[src/rtl/rau_pkg.sv]
`default_nettype none

package rau_pkg;

   localparam int OPERAND_WIDTH = 16;
   localparam int DEN_W         = OPERAND_WIDTH - 1;
   localparam int FUNC_W        = 3;
   localparam int RES_NUM_W     = 32;
   localparam int RES_DEN_W     = 30;
   localparam int PROD_W        = 2 * OPERAND_WIDTH;
   localparam int DPROD_W       = 2 * DEN_W;
   localparam int CNT_W         = $clog2(OPERAND_WIDTH);
   localparam int QUEUE_DEPTH   = 2;
   localparam int QUEUE_AW      = $clog2(QUEUE_DEPTH);
   localparam int QCNT_W        = $clog2(QUEUE_DEPTH + 1);

   localparam logic [FUNC_W-1:0] FUNC_ADD = FUNC_W'(0);
   localparam logic [FUNC_W-1:0] FUNC_SUB = FUNC_W'(1);
   localparam logic [FUNC_W-1:0] FUNC_MUL = FUNC_W'(2);
   localparam logic [FUNC_W-1:0] FUNC_INC = FUNC_W'(3);
   localparam logic [FUNC_W-1:0] FUNC_DEC = FUNC_W'(4);
   localparam logic [FUNC_W-1:0] FUNC_RED = FUNC_W'(5);

   typedef enum logic [2:0] {
      OP_ADD,
      OP_SUB,
      OP_MUL,
      OP_INC,
      OP_DEC,
      OP_RED,
      OP_PASS
   } op_type;

   typedef struct packed {
      op_type                    op;
      logic [OPERAND_WIDTH-1:0]  a_num;
      logic [DEN_W-1:0]          a_den;
      logic [OPERAND_WIDTH-1:0]  b_num;
      logic [DEN_W-1:0]          b_den;
      logic                      a_neg;
      logic [OPERAND_WIDTH-1:0]  a_mag;
   } job_type;

   typedef struct packed {
      logic              full;
      logic              empty;
      logic [QCNT_W-1:0] count;
   } q_status_type;

endpackage

`default_nettype wire

[src/rtl/rau_if.sv]
`default_nettype none

interface rau_req_if;
   import rau_pkg::*;

   logic                             valid;
   logic                             ready;
   logic [FUNC_W-1:0]                func;
   logic signed [OPERAND_WIDTH-1:0]  a_num;
   logic [DEN_W-1:0]                 a_den;
   logic signed [OPERAND_WIDTH-1:0]  b_num;
   logic [DEN_W-1:0]                 b_den;

   modport source (output valid, output func, output a_num, output a_den,
                   output b_num, output b_den, input ready);
   modport sink (input valid, input func, input a_num, input a_den,
                 input b_num, input b_den, output ready);
endinterface

interface rau_rsp_if;
   import rau_pkg::*;

   logic                         valid;
   logic                         ready;
   logic signed [RES_NUM_W-1:0]  res_num;
   logic [RES_DEN_W-1:0]         res_den;

   modport source (output valid, output res_num, output res_den, input ready);
   modport sink (input valid, input res_num, input res_den, output ready);
endinterface

`default_nettype wire

[src/rtl/rau_front.sv]
`default_nettype none

module rau_front (
   rau_req_if.sink                 req_ch,
   input  rau_pkg::q_status_type   q_stat,
   output logic                    push_valid,
   output rau_pkg::job_type        push_data
);
   import rau_pkg::*;

   assign req_ch.ready = !q_stat.full;
   assign push_valid   = req_ch.valid;

   always_comb begin
      push_data.a_num = req_ch.a_num;
      push_data.a_den = req_ch.a_den;
      push_data.b_num = req_ch.b_num;
      push_data.b_den = req_ch.b_den;
      push_data.a_neg = req_ch.a_num[OPERAND_WIDTH-1];
      // -(-2^(w-1)) wraps to 2^(w-1), which is the right unsigned magnitude
      push_data.a_mag = push_data.a_neg ? (OPERAND_WIDTH'(0) - req_ch.a_num)
                                        : req_ch.a_num;
      unique case (req_ch.func)
         FUNC_ADD: push_data.op = OP_ADD;
         FUNC_SUB: push_data.op = OP_SUB;
         FUNC_MUL: push_data.op = OP_MUL;
         FUNC_INC: push_data.op = OP_INC;
         FUNC_DEC: push_data.op = OP_DEC;
         // zero numerator reduces to itself
         FUNC_RED: push_data.op = (req_ch.a_num == '0) ? OP_PASS : OP_RED;
         default:  push_data.op = OP_PASS;
      endcase
   end

endmodule

`default_nettype wire

[src/rtl/rau_queue.sv]
`default_nettype none

module rau_queue (
   input  logic                    clock,
   input  logic                    reset,
   input  logic                    push_valid,
   input  rau_pkg::job_type        push_data,
   output logic                    pop_valid,
   input  logic                    pop_ready,
   output rau_pkg::job_type        pop_data,
   output rau_pkg::q_status_type   q_stat
);
   import rau_pkg::*;

   job_type               entry_ff [QUEUE_DEPTH];
   logic [QUEUE_AW-1:0]   wr_ptr_ff, wr_ptr_in;
   logic [QUEUE_AW-1:0]   rd_ptr_ff, rd_ptr_in;
   logic [QCNT_W-1:0]     count_ff, count_in;
   logic                  push, pop;

   assign q_stat.count = count_ff;
   assign q_stat.full  = (count_ff == QCNT_W'(QUEUE_DEPTH));
   assign q_stat.empty = (count_ff == '0);

   assign pop_valid = !q_stat.empty;
   assign pop_data  = entry_ff[rd_ptr_ff];
   assign push      = push_valid && !q_stat.full;
   assign pop       = pop_ready && pop_valid;

   always_comb begin
      wr_ptr_in = wr_ptr_ff;
      rd_ptr_in = rd_ptr_ff;
      count_in  = count_ff;
      if (push) begin
         wr_ptr_in = (wr_ptr_ff == QUEUE_AW'(QUEUE_DEPTH - 1)) ? '0 : wr_ptr_ff + 1'b1;
      end
      if (pop) begin
         rd_ptr_in = (rd_ptr_ff == QUEUE_AW'(QUEUE_DEPTH - 1)) ? '0 : rd_ptr_ff + 1'b1;
      end
      if (push && !pop) begin
         count_in = count_ff + 1'b1;
      end else if (pop && !push) begin
         count_in = count_ff - 1'b1;
      end
   end

   always_ff @(posedge clock) begin
      if (reset) begin
         wr_ptr_ff <= '0;
         rd_ptr_ff <= '0;
         count_ff  <= '0;
      end else begin
         wr_ptr_ff <= wr_ptr_in;
         rd_ptr_ff <= rd_ptr_in;
         count_ff  <= count_in;
      end
   end

   always_ff @(posedge clock) begin
      if (push) begin
         entry_ff[wr_ptr_ff] <= push_data;
      end
   end

endmodule

`default_nettype wire

[src/rtl/rau_back.sv]
`default_nettype none

module rau_back (
   input  logic               clock,
   input  logic               reset,
   input  logic               pop_valid,
   output logic               pop_ready,
   input  rau_pkg::job_type   pop_data,
   rau_rsp_if.source          rsp_ch
);
   import rau_pkg::*;

   typedef enum logic [5:0] {
      ST_IDLE   = 6'b000001,
      ST_MUL    = 6'b000010,
      ST_GCD    = 6'b000100,
      ST_DIV    = 6'b001000,
      ST_RESULT = 6'b010000,
      ST_DONE   = 6'b100000
   } state_type;

   state_type                    state_ff, state_in;
   job_type                      job_ff, job_in;
   logic signed [PROD_W-1:0]     p0_ff, p0_in;
   logic signed [PROD_W-1:0]     p1_ff, p1_in;
   logic [DPROD_W-1:0]           p2_ff, p2_in;
   logic [OPERAND_WIDTH-1:0]     gx_ff, gx_in;
   logic [OPERAND_WIDTH-1:0]     gy_ff, gy_in;
   logic [CNT_W-1:0]             gk_ff, gk_in;
   logic [OPERAND_WIDTH-1:0]     g_ff, g_in;
   logic [OPERAND_WIDTH-1:0]     qa_ff, qa_in;
   logic [OPERAND_WIDTH-1:0]     qd_ff, qd_in;
   logic [OPERAND_WIDTH-1:0]     ra_ff, ra_in;
   logic [OPERAND_WIDTH-1:0]     rd_ff, rd_in;
   logic [CNT_W-1:0]             cnt_ff, cnt_in;
   logic [RES_NUM_W-1:0]         num_ff, num_in;
   logic [RES_DEN_W-1:0]         den_ff, den_in;
   logic                         rsp_valid_ff, rsp_valid_in;
   logic [RES_NUM_W-1:0]         rsp_num_ff, rsp_num_in;
   logic [RES_DEN_W-1:0]         rsp_den_ff, rsp_den_in;

   logic [OPERAND_WIDTH-1:0]     mul_b;
   logic [OPERAND_WIDTH:0]       ra_sh, rd_sh;
   logic [RES_NUM_W-1:0]         an_w, ad_w, mag_w;
   logic                         out_free;

   assign rsp_ch.valid   = rsp_valid_ff;
   assign rsp_ch.res_num = rsp_num_ff;
   assign rsp_ch.res_den = rsp_den_ff;
   assign pop_ready      = (state_ff == ST_IDLE);
   assign out_free       = !rsp_valid_ff || rsp_ch.ready;

   // shared multiplier operands
   assign mul_b = (job_ff.op == OP_MUL) ? job_ff.b_num : {1'b0, job_ff.b_den};
   assign p0_in = $signed(job_ff.a_num) * $signed(mul_b);
   assign p1_in = $signed(job_ff.b_num) * $signed({1'b0, job_ff.a_den});
   assign p2_in = job_ff.a_den * job_ff.b_den;

   // restoring divide step, both dividends against the same gcd
   assign ra_sh = {ra_ff, qa_ff[OPERAND_WIDTH-1]};
   assign rd_sh = {rd_ff, qd_ff[OPERAND_WIDTH-1]};

   assign an_w  = RES_NUM_W'($signed(job_ff.a_num));
   assign ad_w  = RES_NUM_W'(job_ff.a_den);
   assign mag_w = RES_NUM_W'(qa_ff);

   always_comb begin
      state_in     = state_ff;
      job_in       = job_ff;
      gx_in        = gx_ff;
      gy_in        = gy_ff;
      gk_in        = gk_ff;
      g_in         = g_ff;
      qa_in        = qa_ff;
      qd_in        = qd_ff;
      ra_in        = ra_ff;
      rd_in        = rd_ff;
      cnt_in       = cnt_ff;
      num_in       = num_ff;
      den_in       = den_ff;
      rsp_valid_in = rsp_valid_ff && !rsp_ch.ready;
      rsp_num_in   = rsp_num_ff;
      rsp_den_in   = rsp_den_ff;

      unique case (state_ff)
         ST_IDLE: begin
            if (pop_valid) begin
               job_in = pop_data;
               gx_in  = pop_data.a_mag;
               gy_in  = {1'b0, pop_data.a_den};
               gk_in  = '0;
               state_in = (pop_data.op == OP_RED) ? ST_GCD : ST_MUL;
            end
         end
         ST_MUL: begin
            state_in = ST_RESULT;
         end
         ST_GCD: begin
            // binary gcd; ends when one side reaches zero
            if (gx_ff == '0 || gy_ff == '0) begin
               g_in     = (gx_ff | gy_ff) << gk_ff;
               qa_in    = job_ff.a_mag;
               qd_in    = {1'b0, job_ff.a_den};
               ra_in    = '0;
               rd_in    = '0;
               cnt_in   = '0;
               state_in = ST_DIV;
            end else begin
               case ({gx_ff[0], gy_ff[0]})
                  2'b00: begin
                     gx_in = gx_ff >> 1;
                     gy_in = gy_ff >> 1;
                     gk_in = gk_ff + 1'b1;
                  end
                  2'b01: gx_in = gx_ff >> 1;
                  2'b10: gy_in = gy_ff >> 1;
                  default: begin
                     if (gx_ff >= gy_ff) begin
                        gx_in = gx_ff - gy_ff;
                     end else begin
                        gy_in = gy_ff - gx_ff;
                     end
                  end
               endcase
            end
         end
         ST_DIV: begin
            // remainder stays below the gcd, so it fits OPERAND_WIDTH bits
            if (ra_sh >= {1'b0, g_ff}) begin
               ra_in = OPERAND_WIDTH'(ra_sh - {1'b0, g_ff});
               qa_in = {qa_ff[OPERAND_WIDTH-2:0], 1'b1};
            end else begin
               ra_in = ra_sh[OPERAND_WIDTH-1:0];
               qa_in = {qa_ff[OPERAND_WIDTH-2:0], 1'b0};
            end
            if (rd_sh >= {1'b0, g_ff}) begin
               rd_in = OPERAND_WIDTH'(rd_sh - {1'b0, g_ff});
               qd_in = {qd_ff[OPERAND_WIDTH-2:0], 1'b1};
            end else begin
               rd_in = rd_sh[OPERAND_WIDTH-1:0];
               qd_in = {qd_ff[OPERAND_WIDTH-2:0], 1'b0};
            end
            cnt_in = cnt_ff + 1'b1;
            if (cnt_ff == CNT_W'(OPERAND_WIDTH - 1)) begin
               state_in = ST_RESULT;
            end
         end
         ST_RESULT: begin
            unique case (job_ff.op)
               OP_ADD: begin
                  num_in = RES_NUM_W'(p0_ff) + RES_NUM_W'(p1_ff);
                  den_in = RES_DEN_W'(p2_ff);
               end
               OP_SUB: begin
                  num_in = RES_NUM_W'(p0_ff) - RES_NUM_W'(p1_ff);
                  den_in = RES_DEN_W'(p2_ff);
               end
               OP_MUL: begin
                  num_in = RES_NUM_W'(p0_ff);
                  den_in = RES_DEN_W'(p2_ff);
               end
               OP_INC: begin
                  num_in = an_w + ad_w;
                  den_in = RES_DEN_W'(job_ff.a_den);
               end
               OP_DEC: begin
                  num_in = an_w - ad_w;
                  den_in = RES_DEN_W'(job_ff.a_den);
               end
               OP_RED: begin
                  num_in = job_ff.a_neg ? (RES_NUM_W'(0) - mag_w) : mag_w;
                  den_in = RES_DEN_W'(qd_ff);
               end
               default: begin
                  num_in = an_w;
                  den_in = RES_DEN_W'(job_ff.a_den);
               end
            endcase
            state_in = ST_DONE;
         end
         ST_DONE: begin
            if (out_free) begin
               rsp_valid_in = 1'b1;
               rsp_num_in   = num_ff;
               rsp_den_in   = den_ff;
               state_in     = ST_IDLE;
            end
         end
         default: state_in = ST_IDLE;
      endcase
   end

   always_ff @(posedge clock) begin
      if (reset) begin
         state_ff     <= ST_IDLE;
         rsp_valid_ff <= 1'b0;
      end else begin
         state_ff     <= state_in;
         rsp_valid_ff <= rsp_valid_in;
      end
   end

   always_ff @(posedge clock) begin
      job_ff     <= job_in;
      p0_ff      <= p0_in;
      p1_ff      <= p1_in;
      p2_ff      <= p2_in;
      gx_ff      <= gx_in;
      gy_ff      <= gy_in;
      gk_ff      <= gk_in;
      g_ff       <= g_in;
      qa_ff      <= qa_in;
      qd_ff      <= qd_in;
      ra_ff      <= ra_in;
      rd_ff      <= rd_in;
      cnt_ff     <= cnt_in;
      num_ff     <= num_in;
      den_ff     <= den_in;
      rsp_num_ff <= rsp_num_in;
      rsp_den_ff <= rsp_den_in;
   end

endmodule

`default_nettype wire

[src/rtl/rational_arithmetic_unit.sv]
`default_nettype none

// Channel   Dir  Handshake          Payload
// req_ch    in   valid/ready        func, a_num, a_den, b_num, b_den
// rsp_ch    out  valid/ready        res_num, res_den
//
// Add, subtract, multiply, increment, decrement and pass-through go from the
// queue head through ST_MUL, ST_RESULT and ST_DONE to the response register.
// Reduce runs the binary gcd loop (one step a cycle), then OPERAND_WIDTH
// restoring divide steps, then ST_RESULT and ST_DONE.
// Reset clears the queue, the back-end state machine and the response valid.
// The front takes requests while the two-entry queue has room; a stalled
// response holds only the back end, which still finishes its current request.

module rational_arithmetic_unit (
   input  wire          clock,
   input  wire          reset,
   rau_req_if.sink      req_ch,
   rau_rsp_if.source    rsp_ch
);
   import rau_pkg::*;

   logic           fr_push_valid;
   job_type        fr_push_data;
   logic           q_pop_valid;
   job_type        q_pop_data;
   logic           bk_pop_ready;
   q_status_type   q_stat;

   rau_front u_front (
      .req_ch     (req_ch),
      .q_stat     (q_stat),
      .push_valid (fr_push_valid),
      .push_data  (fr_push_data)
   );

   rau_queue u_queue (
      .clock      (clock),
      .reset      (reset),
      .push_valid (fr_push_valid),
      .push_data  (fr_push_data),
      .pop_valid  (q_pop_valid),
      .pop_ready  (bk_pop_ready),
      .pop_data   (q_pop_data),
      .q_stat     (q_stat)
   );

   rau_back u_back (
      .clock      (clock),
      .reset      (reset),
      .pop_valid  (q_pop_valid),
      .pop_ready  (bk_pop_ready),
      .pop_data   (q_pop_data),
      .rsp_ch     (rsp_ch)
   );

`ifndef SYNTHESIS
   a_no_push_when_full: assert property (@(posedge clock) disable iff (reset)
      (req_ch.valid && req_ch.ready) |-> !q_stat.full)
      else $error("request accepted while queue full");

   a_count_bound: assert property (@(posedge clock) disable iff (reset)
      q_stat.count <= QCNT_W'(QUEUE_DEPTH))
      else $error("queue count beyond depth");

   a_count_track: assert property (@(posedge clock) disable iff (reset)
      1'b1 |=> (QCNT_W + 1)'(q_stat.count) ==
               (QCNT_W + 1)'($past(q_stat.count))
               + (QCNT_W + 1)'($past(req_ch.valid && req_ch.ready))
               - (QCNT_W + 1)'($past(bk_pop_ready && q_pop_valid)))
      else $error("queue count does not match push/pop history");

   a_empty_flag: assert property (@(posedge clock) disable iff (reset)
      q_pop_valid == !q_stat.empty && q_stat.empty == (q_stat.count == '0))
      else $error("queue empty flag inconsistent");
`endif

endmodule

`default_nettype wire
[src/flat_wrapper.sv]
// flat-port wrapper written by rule: the top's interface ports become plain ports
module rational_arithmetic_unit_flat import rau_pkg::*;
  (clock, reset, req_ch_valid, req_ch_func, req_ch_a_num, req_ch_a_den, req_ch_b_num, req_ch_b_den, req_ch_ready, rsp_ch_valid, rsp_ch_res_num, rsp_ch_res_den, rsp_ch_ready);
  rau_req_if req_ch_i ();
  rau_rsp_if rsp_ch_i ();
  input  wire clock;
  input  wire reset;
  input wire logic [$bits(req_ch_i.valid)-1:0] req_ch_valid;
  input wire logic [$bits(req_ch_i.func)-1:0] req_ch_func;
  input wire logic [$bits(req_ch_i.a_num)-1:0] req_ch_a_num;
  input wire logic [$bits(req_ch_i.a_den)-1:0] req_ch_a_den;
  input wire logic [$bits(req_ch_i.b_num)-1:0] req_ch_b_num;
  input wire logic [$bits(req_ch_i.b_den)-1:0] req_ch_b_den;
  output wire logic [$bits(req_ch_i.ready)-1:0] req_ch_ready;
  output wire logic [$bits(rsp_ch_i.valid)-1:0] rsp_ch_valid;
  output wire logic [$bits(rsp_ch_i.res_num)-1:0] rsp_ch_res_num;
  output wire logic [$bits(rsp_ch_i.res_den)-1:0] rsp_ch_res_den;
  input wire logic [$bits(rsp_ch_i.ready)-1:0] rsp_ch_ready;
  assign req_ch_i.valid = req_ch_valid;
  assign req_ch_i.func = req_ch_func;
  assign req_ch_i.a_num = req_ch_a_num;
  assign req_ch_i.a_den = req_ch_a_den;
  assign req_ch_i.b_num = req_ch_b_num;
  assign req_ch_i.b_den = req_ch_b_den;
  assign req_ch_ready = req_ch_i.ready;
  assign rsp_ch_valid = rsp_ch_i.valid;
  assign rsp_ch_res_num = rsp_ch_i.res_num;
  assign rsp_ch_res_den = rsp_ch_i.res_den;
  assign rsp_ch_i.ready = rsp_ch_ready;
  rational_arithmetic_unit u_core (.clock(clock), .reset(reset), .req_ch(req_ch_i), .rsp_ch(rsp_ch_i));
endmodule
[config.mk]
export PLATFORM = sky130hd
export DESIGN_NAME = rational_arithmetic_unit_flat
export DESIGN_NICKNAME = d
export VERILOG_FILES = /design/src/rtl/rau_pkg.sv /design/src/rtl/rau_if.sv /design/src/rtl/rau_front.sv /design/src/rtl/rau_queue.sv /design/src/rtl/rau_back.sv /design/src/rtl/rational_arithmetic_unit.sv /design/src/flat_wrapper.sv
export SDC_FILE = /design/constraint.sdc
export NUM_CORES = 2
export LEC_CHECK = 0
export ABC_AREA = 1
export BUFFER_PORTS_ARGS = -buffer_cell sky130_fd_sc_hd__buf_2
export CORE_AREA = 2 2 388 390
export CTS_BUF_LIST = sky130_fd_sc_hd__clkbuf_4
export DETAILED_ROUTE_END_ITERATION = 7
export DIE_AREA = 0 0 390 392
export SLEW_MARGIN = 15
export SYNTH_ARGS = -nofsm -noshare
export SYNTH_HDL_FRONTEND = slang
export SYNTH_SLANG_ARGS = --single-unit
[constraint.sdc]
create_clock -name clock -period 14.8 [get_ports clock]
set_input_delay 0 -clock clock [delete_from_list [all_inputs] [get_ports clock]]
set_output_delay 0 -clock clock [all_outputs]
set_load 0.005 [all_outputs]
### Yosys cells after proc, flatten, opt, wreduce, memory -nomap -nowiden

Memory sizes are Yosys's and may differ from the RTL's. A register that Yosys moved wholly into a read port is not among the register bits.
Cells that the tools add are included.

* memories: 1
* output and inout port bits: 64
* bits in latches: 0
* memory bits (writable): 164
* input bits: 69
* word-level logic and storage cells: 169
* register bits after elaboration: 431
* ROM bits: 0

Memory list
* u_core.u_queue.entry_ff: words 2, width 82, read ports 1, clocked after Yosys merged registers in 1, write ports 1, line rau_queue.sv:15 `job_type entry_ff [QUEUE_DEPTH];`

* multiplexer cells: 50
* multipliers: 3
* magnitude comparators: 3
* bitwise logic cells: 2
* add/subtract/negate cells: 16
* div/mod/pow operators: 0
* reduce and logical (&&, ||, !) cells: 34
* shifts and indexed selects: 1
* eq/ne operators: 31

Operators with widths (number)
* $pmux 16 s2: 8
* $mux 16: 13
* $pmux 32 s6: 1
* $mul 16x16->32: 2
* $sub 16x16->16: 4
* $pmux 30 s2: 1
* $logic_not 16->1: 3
* $pmux 6 s6: 1
* $ge 17x16->1: 2
* $add 32x32->32: 1
* $mux 32: 1
* $sub 32x32->32: 1
* $mul 15x15->30: 1
* $mux 6: 4
* $pmux 3 s6: 1
* $add 16x16->17: 1
* $sub 1x16->17 const A: 1
* $sub 16x16->17: 1
* $ge 16x16->1: 1
* $mux 4: 4
* $ne 2x2->1 const B: 8
* $or 16x16->16: 1
* $pmux 4 s2: 2
* $shl 16x4->16: 1
* other kinds (33): 76

### Depth between registers and ports, before layout

* word-level depth: 7
* mapped depth: 31
* gate-level depth less buffers: 30

### Cells and area by module

From an unflattened synthesis, not the netlist that was laid out.

* cells, all modules: 7114
* area, all modules: 60316.6 um2

Modules (own cells, without submodules)
* rau_back: times used 1, area an instance 52760.6 um2, cells each 6651, sequential area each 11811.3 um2
* rau_queue: times used 1, area an instance 6567.5 um2, cells each 293, sequential area each 5024.8 um2
* rau_front: times used 1, area an instance 988.4 um2, cells each 170, sequential area each 0.0 um2

### Worst setup path after synthesis

Ideal clock, no wire load.

* path kind: reg2reg
* start point: register u_core.u_back.state_ff[2]
* end point: register u_core.u_back.den_ff[0] (enable)
* setup time: 640 ps
* stages on the path, launching flop included: 4
* period minus slack after synthesis: 7183 ps
* required time: 14160 ps
* path slack: 7617 ps
* buffers on the path: 0
* data arrival time: 6543 ps
* path through: dfxtp_1 -> nor2_1 -> inv_1 -> nor4_1

* word-level cells in the longest chain between the ends: 1

RTL lines
* from (decl): line rau_back.sv:22 `state_type state_ff, state_in;`
* from (signal assigned): line rau_back.sv:198 `state_ff <= state_in;`
* $eq 6x5->1: line rau_back.sv:85 `unique case (state_ff)`
* to (signal assigned): line rau_back.sv:218 `den_ff <= den_in;`
* to (decl): line rau_back.sv:37 `logic [RES_DEN_W-1:0] den_ff, den_in;`

No other way between the ends.
A chain may end at the register's enable or synchronous reset.

### Final worst setup path

* start point: register u_core.u_back.job_ff[81] in the netlist's numbering
* end point: register u_core.u_back.p0_ff[31]

* word-level cells in the longest chain between the ends: 3

RTL lines
* from (decl): line rau_back.sv:23 `job_type job_ff, job_in;`
* from (signal assigned): line rau_back.sv:204 `job_ff <= job_in;`
* $eq 3x2->1: line rau_back.sv:54 `assign mul_b = (job_ff.op == OP_MUL) ? job_ff.b_num : {1'b0, job_ff.b_den};`
* $mux 16: line rau_back.sv:54
* $mul 16x16->32: line rau_back.sv:55 `assign p0_in = $signed(job_ff.a_num) * $signed(mul_b);`
* via u_core.u_back.p0_in[31]: line rau_back.sv:24 `logic signed [PROD_W-1:0] p0_ff, p0_in;`
* to (signal assigned): line rau_back.sv:205 `p0_ff <= p0_in;`
* to (decl): line rau_back.sv:24

The timed path passes the listed nets, and every way through them passes these cells.

==> flow_summary.ini <==
[detailed_routing]
drt-initial-drc-count = 3804
wl_met2_um = 82500
ant_nets = 0
route.vias.total = 48400
topRoutingLayerUsed = met5
wl_um = 183000
dr.pass1.iters = 6
wl_per_cell_um = 19.2
drc_errors = 0
wl_met3_um = 12600
m1WireLength_um = 83500
drt-vias-per-instance = 5.08

[final_layout]
syn_to_final_growth_pct = 10.1
nNetsFinal = 8622
layout_commonest_cell = nand2_1
final_util = 0.438
final_layout_size_suffix_gt1_frac = 0.0697
fill_cells = 15000
mostFrequentLayoutCells = nand2_1, inv_1, fa_1
final_cell_area_um2 = 65200

[worst_setup_path]
slowest_stage = fa_1
crit_type = reg2reg
crit_path_max_incr_delay_ns = 0.70
timing.reg2reg.setup_slack_ns = 7.27
critPathRequiredTime_ns = 15.79
cp_max_fo = 45
critPathArrivalTime_ns = 8.52
startpoint_type = register
cp-end-kind = register

[clock_network]
cts_resized = 0
clock-sinks = 590
cts_tree = built
clk_pin_slew_worst_paths_ns = 0.07
cts_max_level = 4
cts_setup_buffers = 0
clockBufferDepth = 3
cts_root_buf = clkbuf_4
clock_latency_ns = 1.14
numCtsBuffers = 158

[global_route]
grt_max_degree = 75
grt_pass1_wl_um = 286000
antenna_found_initial = 8
track_usage = 0.243
grt_pass1_vias = 49300
overflow = 0

[placement]
gp_congestion = 0.975
place_ws_ns = 7.33
placed_cell_area_um2 = 61800
portBuffers = 132
dp_hpwl_um = 140000

[die]
num_io_pins = 133
die_h_um = 392
rows = 142
core_area_um2 = 149000
die_area_um2 = 153000
start_util = 0.398
die_w_um = 390

[logic_synthesis]
ys_async_sr_fraction = 0
synth_seq_cells = 590
yosysSeqAreaShare = 0.281
synth_flop_cell = edfxtp_1
syn_area_um2 = 59200
synth_area_leaders = edfxtp_1, fa_1, nand2_1
syn_avg_cell_area_um2 = 8.23
synth_top_area_cell = edfxtp_1
synth_top_area_frac = 0.245
yosysUniqueCellTypes = 56
syn_inst = 7199
synth-edff-count = 484
syn_nets = 8354
ys_warn_count = 0

[timing]
worstMarginPinSlew_ns = 1.17
fmax_mhz = 133
final_max_slew_viol_count = 0
slew_headroom = 0.221
finalHoldViolCount = 0
rsz0062_at_grt = no
tns_ns = 0
period_share = 0.509
period_needed_ns = 7.53
setup_viol = 0
fin_ws_ns = 7.27
fin_skew_ns = 0.0945

[hold_path]
hold_path_class = in2reg

[run_status]
outcome = completed

[flow_run]
drv_cap = 0
metal layers:
layer / GRT usage / vias to the layer above
met4: 0.0689 / 4
met1: 0.340 / 23600
met5: 0 / -
li1: - / 22800
met2: 0.386 / 1640
met3: 0.0416 / 265
per-stage QoR:
stage	instances	hold slack [ns]
final	9529	0.167
after global routing	9529	0.0885
after CTS	9521	0.0371
after detailed placement	9110	0.191
after global placement	9110	0.187
after floorplan	7199	0.0989
state kept, by name, indices dropped and copies added, names as in the netlist, 30 cells and up, named ones only:
name	cells
u_core.u_back.den_ff	30
u_core.u_back.job_ff	49
u_core.u_back.num_ff	32
u_core.u_back.p0_ff	32
u_core.u_back.p1_ff	32
u_core.u_back.p2_ff	30
u_core.u_back.rsp_ch.res_den	30
u_core.u_back.rsp_ch.res_num	32
u_core.u_queue.entry_ff	160
layout make-up:
class | instances | area [um^2] | area share
Tap cell | 1944 | 2430 | 0.0373
Clock inverter | 46 | 309 | 0.00474
Antenna cell | 8 | 20.0 | 0.000307
Inverter | 1524 | 5720 | 0.0877
Timing Repair Buffer | 331 | 2510 | 0.0384
Clock buffer | 224 | 1680 | 0.0258
Multi-Input combinational cell | 4862 | 35900 | 0.550
Sequential cell | 590 | 16700 | 0.255
worst max-delay path, delay by kind of cell, from the launching register on:
family | cells | cell delay [ns]
adder cells (fa/ha/maj) | 7 | 3.60
AO/OA/AOI/OAI | 5 | 0.81
buffers and inverters | 7 | 1.20
AND/OR/NAND/NOR | 8 | 1.24
flip-flops | 1 | 0.51
timing repair:
item	CTS	global route
hold buffers	141	0
setup endpoints to repair	0	0
endpoints found under the hold margin	335	0
cell families after synthesis:
| logic type | count (synthesis) | share of synthesized area |
|---|---|---|
| fa+ha+maj | 1086 | 0.316 |
| compound gates | 697 | 0.0644 |
| buf+inv | 1747 | 0.114 |
| xor+xnor | 164 | 0.0242 |
| flops | 590 | 0.281 |
| simple gates | 2913 | 0.200 |
| mux | 2 | 0.000465 |
worst paths after layout:
path                                               start                               to  cells after the start
worst max-delay path            u_core.u_back.job_ff[81]          u_core.u_back.p0_ff[31]                     27
worst min-delay path                     req_ch_b_den[9]   u_core.u_queue.entry_ff[1][26]                      3
worst max register to register  u_core.u_back.job_ff[81]          u_core.u_back.p0_ff[31]                     27
worst min register to register   u_core.u_back.den_ff[9]  u_core.u_back.rsp_ch.res_den[9]                      0
Yosys cell counts, types with 106 or more instances:
library cell and count:
a21oi_1 290, clkbuf_1 160, dfxtp_1 106, edfxtp_1 484, fa_1 682, ha_1 404
inv_1 1497, nand2_1 1848, nand3_1 293, nor2_1 547, o21ai_0 269, xor2_1 122
Power is left out: the tool's default activity adds up to more than one toggle a clock period on the data nets, which glitch-free logic cannot reach.
